File: config.mk
export PLATFORM = sky130hd
export DESIGN_NAME = dual_compare_match_timer
export DESIGN_NICKNAME = d
export VERILOG_FILES = /design/src/rtl/dcmt_pkg.sv /design/src/rtl/dual_compare_match_timer.sv
export SDC_FILE = /design/constraint.sdc
export NUM_CORES = 1
export LEC_CHECK = 0
export ABC_AREA = 1
export BUFFER_PORTS_ARGS = -buffer_cell sky130_fd_sc_hd__buf_2
export CAP_MARGIN = 20
export CORE_MARGIN = 3
export CORE_UTILIZATION = 65
export CTS_BUF_LIST = sky130_fd_sc_hd__clkbuf_4 sky130_fd_sc_hd__clkbuf_8
export DETAILED_ROUTE_END_ITERATION = 7
export HOLD_SLACK_MARGIN = 0.08
export PLACE_DENSITY = 0.8
export SYNTH_ARGS = -nofsm -noshare
export SYNTH_HDL_FRONTEND = slang
export SYNTH_SLANG_ARGS = --single-unit
File: constraint.sdc
create_clock -name clk -period 3.8 [get_ports clk]
set_clock_uncertainty 0.1 [all_clocks]
set_input_delay 0.38 -clock clk [delete_from_list [all_inputs] [get_ports clk]]
set_output_delay 0.38 -clock clk [all_outputs]
set_load 0.05 [all_outputs]
File: src/rtl/dcmt_pkg.sv
// Shared types and constants for the dual compare-match timer.
`default_nettype none
package dcmt_pkg;
	typedef enum logic [1:0] {
		OP_READ  = 2'd0,
		OP_WRITE = 2'd1,
		OP_TICK  = 2'd2,
		OP_NONE  = 2'd3
	} op_t;

	localparam logic [7:0]  STATUS_RESET = 8'hC0;
	localparam logic [15:0] UNMAPPED     = 16'hFFFF;
	localparam logic [15:0] CMP_RESET    = 16'hFFFF;
	localparam logic [2:0]  CLR_ON_A     = 3'd1;
	localparam logic [2:0]  CLR_ON_B     = 3'd2;

	localparam logic [7:0] A_CTRL0  = 8'h00;
	localparam logic [7:0] A_CTRL1  = 8'h01;
	localparam logic [7:0] A_MODE0  = 8'h02;
	localparam logic [7:0] A_MODE1  = 8'h03;
	localparam logic [7:0] A_IOH0   = 8'h04;
	localparam logic [7:0] A_IOL0   = 8'h05;
	localparam logic [7:0] A_IOH1   = 8'h06;
	localparam logic [7:0] A_IOL1   = 8'h07;
	localparam logic [7:0] A_IEN0   = 8'h08;
	localparam logic [7:0] A_IEN1   = 8'h09;
	localparam logic [7:0] A_CNT0   = 8'h10;
	localparam logic [7:0] A_CNT1   = 8'h12;
	localparam logic [7:0] A_CMPA0  = 8'h18;
	localparam logic [7:0] A_CMPB0  = 8'h1A;
	localparam logic [7:0] A_CMPA1  = 8'h1C;
	localparam logic [7:0] A_CMPB1  = 8'h1E;
	localparam logic [7:0] A_CMPC0  = 8'h24;
	localparam logic [7:0] A_CMPD0  = 8'h26;
	localparam logic [7:0] A_CMPC1  = 8'h28;
	localparam logic [7:0] A_CMPD1  = 8'h2A;
	localparam logic [7:0] A_STAT0  = 8'h2C;
	localparam logic [7:0] A_STAT1  = 8'h2D;
	localparam logic [7:0] A_START  = 8'h80;

	// Prescaler terminal value (divider minus one) for a prescale code.
	function automatic logic [9:0] prescale_last(input logic [2:0] code);
		logic [9:0] r;
		case (code)
			3'd1: r = 10'd3;
			3'd2: r = 10'd15;
			3'd3: r = 10'd63;
			3'd4: r = 10'd255;
			3'd5: r = 10'd1023;
			default: r = 10'd0;
		endcase
		return r;
	endfunction
endpackage
`default_nettype wire

File: src/rtl/dual_compare_match_timer.sv
// Top level of the two-channel compare-match timer with its register window.
// Every accepted beat yields one registered result beat.
// Throughput: one beat per cycle while out_stall is low; the result register frees as it is taken.
// All register work happens in one combinational pass from the input beat to the result register.
// Reset: arst_n clears start, control and counter state; status reads 0xC0,
// compare registers read 0xFFFF.
`default_nettype none
module dual_compare_match_timer #(
	parameter int NUM_CHANNELS = 2
) (
	input  wire         clk,
	input  wire         arst_n,
	input  wire         in_valid,
	output logic        in_stall,
	input  wire  [1:0]  operation,
	input  wire  [7:0]  address,
	input  wire  [15:0] write_data,
	output logic        out_valid,
	input  wire         out_stall,
	output logic [15:0] read_data,
	output logic [5:0]  irq_pulses
);
	import dcmt_pkg::*;

	logic [1:0]  start_q;
	logic [7:0]  ctrl_q [2];
	logic [7:0]  mode_q [2];
	logic [7:0]  ioh_q [2];
	logic [7:0]  iol_q [2];
	logic [7:0]  ien_q [2];
	logic [7:0]  stat_q [2];
	logic [15:0] cnt_q [2];
	logic [15:0] cmp_q [8];
	logic [9:0]  pre_q [2];

	logic [1:0]  start_d;
	logic [7:0]  ctrl_d [2];
	logic [7:0]  mode_d [2];
	logic [7:0]  ioh_d [2];
	logic [7:0]  iol_d [2];
	logic [7:0]  ien_d [2];
	logic [7:0]  stat_d [2];
	logic [15:0] cnt_d [2];
	logic [15:0] cmp_d [8];
	logic [9:0]  pre_d [2];
	logic [15:0] rd_d;
	logic [5:0]  irq_d;

	logic        acc;
	logic [1:0]  chan_mask;
	op_t         op;

	assign chan_mask = (NUM_CHANNELS >= 2) ? 2'b11 : 2'b01;
	assign in_stall  = out_valid && out_stall;
	assign acc       = in_valid && !in_stall;
	assign op        = op_t'(operation);

	always_comb begin
		logic [16:0] nxt;
		logic [15:0] c;
		logic [2:0]  clr;
		logic [7:0]  lo;
		logic [1:0]  ch;
		start_d = start_q;
		ctrl_d  = ctrl_q;
		mode_d  = mode_q;
		ioh_d   = ioh_q;
		iol_d   = iol_q;
		ien_d   = ien_q;
		stat_d  = stat_q;
		cnt_d   = cnt_q;
		cmp_d   = cmp_q;
		pre_d   = pre_q;
		rd_d    = '0;
		irq_d   = '0;
		lo      = write_data[7:0];
		nxt     = '0;
		c       = '0;
		clr     = '0;
		// Channel bit of the address; absent channels are masked off where it is used.
		ch = 2'b01 << address[0];
		case (address)
			A_CNT1, A_CMPA1, A_CMPB1, A_CMPC1, A_CMPD1, A_IOH1, A_IOL1: ch = 2'b10;
			A_CNT0, A_CMPA0, A_CMPB0, A_CMPC0, A_CMPD0, A_IOH0, A_IOL0: ch = 2'b01;
			default: ;
		endcase
		unique case (op)
			OP_READ: begin
				rd_d = UNMAPPED;
				if ((ch & chan_mask) != 2'b00 || address == A_START) begin
					unique case (address)
						A_CTRL0, A_CTRL1: rd_d = {8'h00, ctrl_q[address[0]]};
						A_MODE0, A_MODE1: rd_d = {8'h00, mode_q[address[0]]};
						A_IOH0:  rd_d = {8'h00, ioh_q[0]};
						A_IOL0:  rd_d = {8'h00, iol_q[0]};
						A_IOH1:  rd_d = {8'h00, ioh_q[1]};
						A_IOL1:  rd_d = {8'h00, iol_q[1]};
						A_IEN0, A_IEN1: rd_d = {8'h00, ien_q[address[0]]};
						A_CNT0:  rd_d = cnt_q[0];
						A_CNT1:  rd_d = cnt_q[1];
						A_CMPA0: rd_d = cmp_q[0];
						A_CMPB0: rd_d = cmp_q[1];
						A_CMPC0: rd_d = cmp_q[2];
						A_CMPD0: rd_d = cmp_q[3];
						A_CMPA1: rd_d = cmp_q[4];
						A_CMPB1: rd_d = cmp_q[5];
						A_CMPC1: rd_d = cmp_q[6];
						A_CMPD1: rd_d = cmp_q[7];
						A_STAT0, A_STAT1: rd_d = {8'h00, stat_q[address[0]]};
						A_START: rd_d = {8'h00, start_q, 6'b0};
						default: rd_d = UNMAPPED;
					endcase
				end
			end
			OP_WRITE: begin
				if ((ch & chan_mask) != 2'b00 || address == A_START) begin
					unique case (address)
						A_CTRL0, A_CTRL1: ctrl_d[address[0]] = lo;
						A_MODE0, A_MODE1: mode_d[address[0]] = lo;
						A_IOH0:  ioh_d[0] = lo;
						A_IOL0:  iol_d[0] = lo;
						A_IOH1:  ioh_d[1] = lo;
						A_IOL1:  iol_d[1] = lo;
						A_IEN0, A_IEN1: ien_d[address[0]] = lo;
						A_CNT0: begin
							cnt_d[0] = write_data;
							pre_d[0] = '0;
						end
						A_CNT1: begin
							cnt_d[1] = write_data;
							pre_d[1] = '0;
						end
						A_CMPA0: cmp_d[0] = write_data;
						A_CMPB0: cmp_d[1] = write_data;
						A_CMPC0: cmp_d[2] = write_data;
						A_CMPD0: cmp_d[3] = write_data;
						A_CMPA1: cmp_d[4] = write_data;
						A_CMPB1: cmp_d[5] = write_data;
						A_CMPC1: cmp_d[6] = write_data;
						A_CMPD1: cmp_d[7] = write_data;
						A_STAT0, A_STAT1: stat_d[address[0]] = stat_q[address[0]] & lo;
						A_START: begin
							start_d = lo[7:6] & chan_mask;
							for (int i = 0; i < 2; i++) begin
								if (start_d[i] && !start_q[i]) pre_d[i] = '0;
							end
						end
						default: ;
					endcase
				end
			end
			OP_TICK: begin
				for (int i = 0; i < 2; i++) begin
					if (start_q[i] && chan_mask[i]) begin
						if (pre_q[i] >= prescale_last(ctrl_q[i][2:0])) begin
							pre_d[i] = '0;
							clr = ctrl_q[i][5:3];
							nxt = {1'b0, cnt_q[i]} + 17'd1;
							if (nxt[16]) begin
								stat_d[i][4] = 1'b1;
								irq_d[3*i+2] = ien_q[i][4];
							end
							c = nxt[15:0];
							cnt_d[i] = c;
							if (c == cmp_q[4*i]) begin
								stat_d[i][0] = 1'b1;
								irq_d[3*i] = ien_q[i][0];
							end
							// Clearing on A suppresses the B check.
							if (c == cmp_q[4*i] && clr == CLR_ON_A) begin
								cnt_d[i] = '0;
							end else if (cmp_q[4*i+1] != CMP_RESET && c == cmp_q[4*i+1]) begin
								stat_d[i][1] = 1'b1;
								irq_d[3*i+1] = ien_q[i][1];
								if (clr == CLR_ON_B) cnt_d[i] = '0;
							end
						end else begin
							pre_d[i] = pre_q[i] + 10'd1;
						end
					end
				end
			end
			default: ;
		endcase
	end

	always_ff @(posedge clk or negedge arst_n) begin
		if (!arst_n) begin
			start_q   <= '0;
			out_valid <= 1'b0;
			for (int i = 0; i < 2; i++) begin
				ctrl_q[i] <= '0;
				mode_q[i] <= '0;
				ioh_q[i]  <= '0;
				iol_q[i]  <= '0;
				ien_q[i]  <= '0;
				stat_q[i] <= STATUS_RESET;
				cnt_q[i]  <= '0;
				pre_q[i]  <= '0;
			end
			for (int j = 0; j < 8; j++) cmp_q[j] <= CMP_RESET;
		end else begin
			if (acc) begin
				start_q <= start_d;
				ctrl_q  <= ctrl_d;
				mode_q  <= mode_d;
				ioh_q   <= ioh_d;
				iol_q   <= iol_d;
				ien_q   <= ien_d;
				stat_q  <= stat_d;
				cnt_q   <= cnt_d;
				cmp_q   <= cmp_d;
				pre_q   <= pre_d;
				out_valid <= 1'b1;
			end else if (!out_stall) begin
				out_valid <= 1'b0;
			end
		end
	end

	always_ff @(posedge clk) begin
		if (acc) begin
			read_data  <= rd_d;
			irq_pulses <= irq_d;
		end
	end

`ifndef SYNTHESIS
	a_hold: assert property (@(posedge clk) disable iff (!arst_n)
		out_valid && out_stall |=> out_valid && $stable(read_data))
		else $error("result beat changed while stalled");
	a_irq_tick: assert property (@(posedge clk) disable iff (!arst_n)
		acc && op != OP_TICK |=> irq_pulses == 6'd0)
		else $error("interrupt pulse outside a tick");
	a_start: assert property (@(posedge clk) disable iff (!arst_n)
		(start_q & ~chan_mask) == 2'b00)
		else $error("absent channel started");
`endif
endmodule
`default_nettype wire

* Word-level counts from Yosys, hierarchy flattened
Index checks and enable logic that the tools add are counted.
** Storage, ports and cells
- Word-level logic and storage cells :: 253
- Bits of input ports :: 30
- Register bits after elaboration :: 301
** Cells by class
- $add $sub $neg :: 4
- Magnitude comparators :: 4
- Reduce and logical (&&, ||, !) cells :: 56
- Equality and inequality tests :: 65
- Shift operators :: 1
- Bitwise operators :: 9
- Mux-type cells :: 75
** Operator list (number)
- $pmux 16 s19 :: 1
- $mux 16 :: 13
- $mux 8 :: 13
- $mux 10 :: 10
- $pmux 10 s5 :: 2
- $reduce_and 4->1 :: 21
- $bwmux 16 :: 4
- $eq 16x16->1 :: 4
- $pmux 32 s2 :: 1
- $eq 8x5->1 const B :: 6
- $eq 8x6->1 const B :: 6
- $pmux 10 s2 :: 2
- $pmux 20 s2 :: 1
- $add 16x1->17 const B :: 2
- $eq 8x3->1 const B :: 4
- $mux 32 :: 1
- $ne 16x16->1 const B :: 2
- $reduce_and 7->1 :: 4
- $mux 13 :: 2
- $ne 2x2->1 const B :: 13
- $reduce_and 6->1 :: 4
- $add 10x1->10 const B :: 2
- $ge 10x10->1 :: 2
- $mux 20 :: 1
- other kinds (33) :: 93

* Logic depth before layout (Yosys ltp)
Gate-level depths: netlist (run 1).
- Word-level depth :: 9
- Depth in mapped cells :: 18
- Gate-level depth less buffers :: 17

* Worst setup path before layout (run 1)
OpenSTA, ideal clock, no wires.
- Path type :: reg2reg
- Start point :: register out_valid
- End point :: register pre_q[17] in the netlist's numbering
- Cell stages (with the launch flop) :: 13
- Period minus slack after synthesis :: 2.981 ns
- Buffers on the path :: 0
- Setup time :: 0.126 ns
- Required time :: 3.574 ns
- Path slack :: 0.819 ns
- Arrival time :: 2.755 ns
- Path through :: dfrtp_1 > nand2_1 > inv_2 > nor2_2 > inv_2 > nor3_1 > o21ai_1 > nor2_4 > inv_2 > nor2_1 > inv_1 > nand2_1 > a21oi_1
** On the way
- Word-level cells in the longest chain between the ends :: 4
** RTL lines
- from (decl) :: RTL line dual_compare_match_timer.sv:18 : output logic out_valid,
- from (signal assigned) :: RTL line dual_compare_match_timer.sv:190 : out_valid <= 1'b0;
- from (signal assigned) :: RTL line dual_compare_match_timer.sv:214 : out_valid <= 1'b1;
- from (signal assigned) :: RTL line dual_compare_match_timer.sv:216 : out_valid <= 1'b0;
- $logic_and 1x1->1 :: RTL line dual_compare_match_timer.sv:54 : assign in_stall = out_valid && out_stall;
- named net in_stall :: RTL line dual_compare_match_timer.sv:14 : output logic in_stall,
- $logic_not 1->1 :: RTL line dual_compare_match_timer.sv:55 : assign acc = in_valid && !in_stall;
- $logic_and 1x1->1 :: RTL line dual_compare_match_timer.sv:55
- named net acc :: RTL line dual_compare_match_timer.sv:49 : logic acc;
- $reduce_and 6->1 (no line)
- to (signal assigned) :: RTL line dual_compare_match_timer.sv:213 : pre_q <= pre_d;
- to (decl) :: RTL line dual_compare_match_timer.sv:34 : logic [9:0] pre_q [2];
The timed path passes the listed nets, and every way through them passes these cells.
A chain may end at the register's enable or synchronous reset.

* Worst setup path in the final report (run 1)
- Start point :: register ctrl_q[9] in the netlist's numbering
- End point :: register cnt_q[19] in the netlist's numbering
** On the way
- Word-level cells in the longest chain between the ends :: 7
- Elaborated cells on any way between the ends :: 11
- Classes of those cells :: order compare: 1; eq/ne: 6; mux: 3; reduce/logical: 1
** RTL lines
- from (decl) :: RTL line dual_compare_match_timer.sv:26 : logic [7:0] ctrl_q [2];
- from (signal assigned) :: RTL line dual_compare_match_timer.sv:205 : ctrl_q <= ctrl_d;
- $eq 3x3->1 (tied with other cells) :: RTL line dcmt_pkg.sv:44 : case (code)
- $pmux 10 s5 * :: RTL line dcmt_pkg.sv:44
- $mux 10 * :: RTL line dual_compare_match_timer.sv:154 : if (start_q[i] && chan_mask[i]) begin
- $mux 10 * :: RTL line dual_compare_match_timer.sv:87 : unique case (op)
- $ge 10x10->1 * :: RTL line dual_compare_match_timer.sv:155 : if (pre_q[i] >= prescale_last(ctrl_q[i][2:0])) begin
- $ne 2x2->1 (no line) *
- $reduce_and 6->1 (no line) *
- to (signal assigned) :: RTL line dual_compare_match_timer.sv:211 : cnt_q <= cnt_d;
- to (decl) :: RTL line dual_compare_match_timer.sv:32 : logic [15:0] cnt_q [2];
Mark *: on every way between the ends. The rest lies on a longest branch, timed or not. The select of a mux whose other input is x is not followed.

==> results of run 1 <==
[cell families after synthesis]
kind of cell,share of synthesized area (%)
simple gates,28.6
compound gates,14.2
buf+inv,9.28
flops,44.1
fa+ha+maj,2.05
xor+xnor,1.19
mux,0.565
[cells in the mapped netlist (5+ instances only)]
cell,instances,area (um^2)
nand3_2,8,80.1
mux2i_1,10,100
a211oi_1,6,45.0
nor4_1,13,81.3
o21ai_0,216,1080
a32o_1,5,50.1
a221oi_1,14,123
nor2_2,18,113
xnor2_1,9,78.8
o22ai_1,36,225
o31ai_1,5,37.5
o2111ai_1,6,52.6
nand2_2,16,100
or2_2,6,37.5
nor3b_1,8,60.1
inv_1,287,1080
buf_6,10,113
inv_2,18,67.6
dfrtp_1,147,3680
nor2_1,277,1040
nand2_1,580,2180
buf_2,12,60.1
a22oi_1,8,60.1
clkbuf_8,6,82.6
a31oi_1,13,81.3
ha_1,29,363
a21oi_1,117,586
xor2_1,15,131
dfstp_2,132,3470
o211ai_1,6,45.0
edfxtp_1,22,661
clkbuf_1,53,199
nor3_1,38,190
nand4_1,39,244
nand3_1,152,761
a41oi_1,5,43.8
[worst max-delay path, stage by stage, from the launching register on]
cell and delay, ps:
dfrtp_1 370, inv_1 90, ha_1 220, a31oi_1 220
ha_1 300, a21oi_1 160, o21ai_0 100, a21oi_1 160
nand3_1 160, nor2_2 220, clkinv_1 90, buf_4 210
nand2_1 440, nor2_1 120, a21oi_1 200
[power groups by stage]
stage,clock network [mW],registers (mW),logic (mW)
floorplan,0,3.73,1.68
global placement,0,3.79,2.18
detailed placement,0,3.80,2.24
CTS,3.18,3.75,2.26
global route,3.32,3.79,2.57
finish,3.17,3.77,2.33
[state kept, by name, indices dropped and copies added, names as in the netlist, 6 cells and up]
signal      count
stat_q         16
read_data      16
ctrl_q         16
pre_q          20
cnt_q          32
iol_q          16
mode_q         16
cmp_q         128
ien_q          16
ioh_q          16
irq_pulses      6
[layout make-up]
class	instances	area, um^2
Tap cell	335	419
Sequential cell	301	7810
Fill cell	2035	6880
Multi-Input combinational cell	1683	8280
Inverter	308	1160
Timing Repair Buffer	110	763
Clock buffer	75	976
Clock inverter	16	141
[repair_timing]
item / 4_1_cts / 5_1_grt
hold endpoints to repair: 140 / 0
hold buffers: 19 / 0
gates resized for setup: 0 / 0
setup buffers: 0 / 0
[routing by layer]
layer	track usage, %	vias up	share of wire (%)
met2	58.8	1153	43
met4	14.3	4	3.7
met3	9.29	163	13
li1	-	7979	-
met5	0	-	0.043
met1	57.3	8252	41
[worst paths after layout]
check / cells past startpoint / slack [ps] / endpoint
hold reg to reg: 2 / 380 / mode_q[2]$_DFFE_PN0P_
setup reg to reg: 14 / 550 / cnt_q[19]$_DFFE_PN0P_
min in group asynchronous: 2 / 350 / pre_q[6]$_DFFE_PN0P_
setup / recovery: 14 / 550 / cnt_q[19]$_DFFE_PN0P_
max in group asynchronous: 3 / 2170 / cmp_q[19]$_DFFE_PN1P_
hold / removal: 4 / 280 / iol_q[0]$_DFFE_PN0P_
[stage by stage]
step	worst slack, ps	power [mW]	cell area, um^2	util [%]	instances
after floorplan	819	5.41	17700	-	2379
after global placement	707	5.97	18200	69.0	2718
after detailed placement	674	6.03	18200	69.0	2718
after CTS	607	9.20	19500	74.0	2828
after global routing	301	9.68	19500	74.0	2828
final	548	9.27	19500	74.0	2828
==> impl_results.md, run 1 <==
* Kind of critical path: flip-flop to flip-flop
* Crit path required time at 4190 ps
* Fraction of registers with async set/reset at between 90% and 100%
* Layout Nets at approximately 2500
* Total GRT Usage at 39.6%
* Worst Path Arrival at ~3600 ps
* Routed wire length at roughly 58 mm
* Pleak at 8.94 nW
* CTS clk-pin slew, worst paths at approximately 60 ps
* Hold wc startpoint: address[1]
* Switching Power at about 3.3 mW
* Final period util at between 80% and 90%
* Most frequent cells in the layout: 580 x nand2_1, 287 x inv_1, 277 x nor2_1, 216 x o21ai_0, 152 x nand3_1
* Antenna-violating nets left at 0
* Die Y at ~170 um
* Commonest non-fill, non-tap cell in the layout: nand2_1
* First-pass GRT wire length at 90.4 mm
* Minimum clock period at around 3300 ps
* Chip width at 171 um
* Initial antenna violation count at 1
* Initial DRT Pass Iterations at 7
* Worst setup EP type: flip-flop
* Vias in the first global route at ~16000
* Worst-case clock buffer depth at 3
* Fin. Hold Viols at 0
* Peak Freq at approximately 0.31 GHz
* Max_slew headroom at 33.7%
* Prevailing post-synth register cell: dfrtp_1
* Slew @ Worst Pin at around 990 ps
* HP Class: input port to flip-flop
* Mean area per synthesized cell at about 7.4 um^2
* Seq pwr share at about two fifths
* DRC Markers at 0
* Number of synthesized flops with an enable pin at 22
* Status: completed
* Final Setup Violations at 0
* H-tree depth at 2
* Pwr/cell area at around 470 nW/um^2
* Routed length per placed instance at between 20 and 25 um
* Netlist cell types at 56
* Clock Power Share at around 34%
* GRT Residual Overflow at 0
* CTS tree: built
* Sequential element share of the synthesized area at between 40 and 50%
* WHS at about 280 ps
* Synthesis Warnings at 0
* Antenna Cells at 0
* Gate Count Post-Synth at about 2400
* Via/cell ratio at between 6 and 7
* Max-slew violation count at 0
* Setup TNS at 0 ps
* Boundary Pins at between 50 and 60
* Int Power at about 6 mW
* CTS Sinks at approximately 300
* Inserted Clock Buffers at 50
* Critical-path maximum fanout at 19
* Core box area at roughly 26000 um^2
* Number of buffers added on ports at between 50 and 60
* Placer Congestion at a little over 1
* Crit path from: ctrl_q[9]$_DFFE_PN0P_
* CTS root buf: clkbuf_8
* FF-to-FF Start: ctrl_q[9]$_DFFE_PN0P_
* Maximum VDD drop at about 0.00032 V
* Maximum number of pins on one net before global-route repair at about 120
* Synth Cell Area at between 15000 and 20000 um^2
* Unrepaired setup endpoints after global routing: false
* Die Area at between 20000 and 30000 um^2
* DRT iter0 DRCs at around 2500
* Nature of the critical path startpoint: flip-flop
* Max Cap Viol at 0
* P&R area growth vs syn at 10.4%
* Row count at a little under 60
* Clock latency on the worst-skew pair at about 590 ps
* Comb power frac at between 20% and 30%
* #FFs+latches synth at roughly 300
* Switching portion of total power at between 30 and 40%
* Initial core utilization at 67.0%
* Net Count, Synth at 2438
* DR vias at approximately 18000
* Detailed placer's ending HPWL at around 42 mm
* Layout cells sized above 1 at 15.8%
Note: power is estimated with default switching activity, not from simulation.
==> run 2: changes to the inputs <==
Settings changed: CORE_MARGIN 3 to 1.
==> impl_results.md, run 2 (synthesis gave the netlist of run 1 again) <==
* GRT Residual Overflow at 0 (unchanged)
* Layout Nets at 2500 (-0.52%)
* Worst Path Arrival at 3610 ps (-30 ps)
* Layout cells sized above 1 at 15.4% (-0.39 points)
* Worst-case clock buffer depth at 3 (unchanged)
* Max Cap Viol at 0 (unchanged)
* Core box area at 26800 um^2 (+1.4%)
* Antenna-violating nets left at 0 (unchanged)
* Die Y at 167 um (-2.3%)
* Vias in the first global route at 16100 (-2.1%)
* Routed wire length at 56.2 mm (-3.7%)
* Initial core utilization at 66.1% (-0.93 points)
* P&R area growth vs syn at 9.81%
* Biggest register: cmp_q
* Final period util at 85.2% (-0.36 points)
* Detailed placer's ending HPWL at 40.9 mm (-1.9%)
* Die Area at 27900 um^2 (-4.6%)
* Placer Congestion at 1.06 (+3.6%)
* Max_slew headroom at 28.2% (-5.6 points)
* Maximum number of pins on one net before global-route repair at 113 (-5.0%)
* Worst setup EP type: flip-flop
* Finished Cell Area at 19400 um^2 (-0.51%)
* Initial antenna violation count at 2 (+1)
* Setup TNS at 0 ps (unchanged)
* Kind of critical path: flip-flop to flip-flop
* Clock Power Share at 33.8% (-0.4 points)
* Layout fillers at 2144 (+5.4%)
* Switching portion of total power at 35.7% (about the same)
* Area after DPL at 18100 um^2 (-0.49%)
* Int Power at 5.92 mW (-0.75%)
* CTS tree: built
* Crit path required time at 4170 ps (-20 ps)
* Initial DRT Pass Iterations at 6 (-1)
* Pleak at 8.88 nW (-0.64%)
* Max FFs per register at 128 (unchanged)
* Largest registers: cmp_q: 128 flops, cnt_q: 32 flops, pre_q: 20 flops
* Critical-path maximum fanout at 19 (unchanged)
* Maximum VDD drop at 0.000297 V (-8.3%)
* Pwr/cell area at 473 nW/um^2 (-0.29%)
* CTS clk-pin slew, worst paths at 60 ps (about the same)
* Inserted Clock Buffers at 51 (+2.0%)
* Peak Freq at 0.309 GHz (+0.42%)
* Unrepaired setup endpoints after global routing: false
* H-tree depth at 2 (unchanged)
* Clock latency on the worst-skew pair at 600 ps (about the same)
* Max-slew violation count at 0 (unchanged)
* CTS Sinks at 301 (unchanged)
* Routed length per placed instance at 19.9 um (-3.6%)
* HP Class: input port to flip-flop
* Nature of the critical path startpoint: flip-flop
* Slew @ Worst Pin at 1070 ps (+76.5 ps)
* DR vias at 17300 (-1.4%)
* Final Setup Violations at 0 (unchanged)
* Antenna Cells at 0 (unchanged)
* Number of buffers added on ports at 53 (unchanged)
* First-pass GRT wire length at 88.3 mm (-2.3%)
* Total GRT Usage at 41.0% (+1.4 points)
* Most frequent cells in the layout: 580 x nand2_1, 287 x inv_1, 277 x nor2_1, 216 x o21ai_0, 152 x nand3_1
* CTS root buf: clkbuf_8
* Boundary Pins at 54 (unchanged)
* DRC Markers at 0 (unchanged)
* Minimum clock period at 3240 ps (-13.5 ps)
* Seq pwr share at 41.1% (+0.4 points)
* Comb power frac at 25.1% (about the same)
* Status: completed
* Fin. Hold Viols at 0 (unchanged)
* Via/cell ratio at 6.13 (-1.3%)
* Chip width at 167 um (-2.3%)
* Commonest non-fill, non-tap cell in the layout: nand2_1
* Switching Power at 3.28 mW (-0.90%)
* DRT iter0 DRCs at 2447 (-0.16%)
* Row count at 60 (+1.7%)
-- run 2: timing repair --
item | CTS | global route
endpoints found under the hold margin | 146 | 0
setup endpoints to repair | 0 | 0
setup buffers | 0 | 0
hold buffers | 19 | 0
resized for setup | 0 | 0
-- run 2: layer usage --
layer	track usage [%]	up-vias	part of all wire (%)
li1	-	7958	-
met1	57.9	8131	42
met2	60.2	1063	42
met3	11.1	160	12
met4	15.2	0	3.8
met5	0	-	0
-- run 2: worst max-delay path, stage by stage (launching register included) --
cell and delay [ps]:
dfrtp_1 380, inv_1 90, ha_1 350, o21ai_0 140
inv_1 90, ha_1 300, nand2_1 60, nor4_1 200
nand3_1 110, nand3_1 140, nor2_2 80, clkinv_1 50
buf_4 230, nand2_1 410, nor2_1 260, a21oi_1 100
-- run 2: metrics by stage --
step	setup slack, ps	instances	util (%)	power (mW)	hold WS [ps]
after floorplan	819	2379	-	5.41	-15.6
after global placement	725	2710	67.7	5.97	358
after detailed placement	673	2710	67.7	6.02	369
after CTS	657	2825	72.6	9.12	196
after global routing	234	2825	72.6	9.61	257
final	562	2825	72.6	9.20	222
-- run 2: power by group through the flow --
stage | combinational, mW | clock (mW) | sequential, mW
6_report | 2.31 | 3.11 | 3.78
3_3_place_gp | 2.17 | 0 | 3.80
4_1_cts | 2.25 | 3.12 | 3.76
2_1_floorplan | 1.68 | 0 | 3.73
5_1_grt | 2.56 | 3.25 | 3.80
3_5_place_dp | 2.22 | 0 | 3.80
-- run 2: cell type report --
class / count / area, um^2 / share of cell area [%]
multi-input combinational: 1683 / 8280 / 42.6
sequential: 301 / 7810 / 40.2
inverter: 308 / 1160 / 5.95
clock buffer: 82 / 997 / 5.13
timing repair buffer: 96 / 671 / 3.45
tap: 341 / 427 / 2.19
clock inverter: 14 / 110 / 0.566
-- run 2: worst paths after layout --
path,startpoint,end,slack [ps],cells after the start
max in group asynchronous,arst_n,cmp_q[56]$_DFFE_PN1P_,2270,3
setup / recovery,ctrl_q[9]$_DFFE_PN0P_,cnt_q[30]$_DFFE_PN0P_,560,15
hold reg to reg,stat_q[13]$_DFFE_PN0P_,stat_q[13]$_DFFE_PN0P_,380,2
min in group asynchronous,arst_n,pre_q[18]$_DFFE_PN0P_,320,2
hold / removal,address[0],stat_q[4]$_DFFE_PN0P_,220,4
setup reg to reg,ctrl_q[9]$_DFFE_PN0P_,cnt_q[30]$_DFFE_PN0P_,560,15
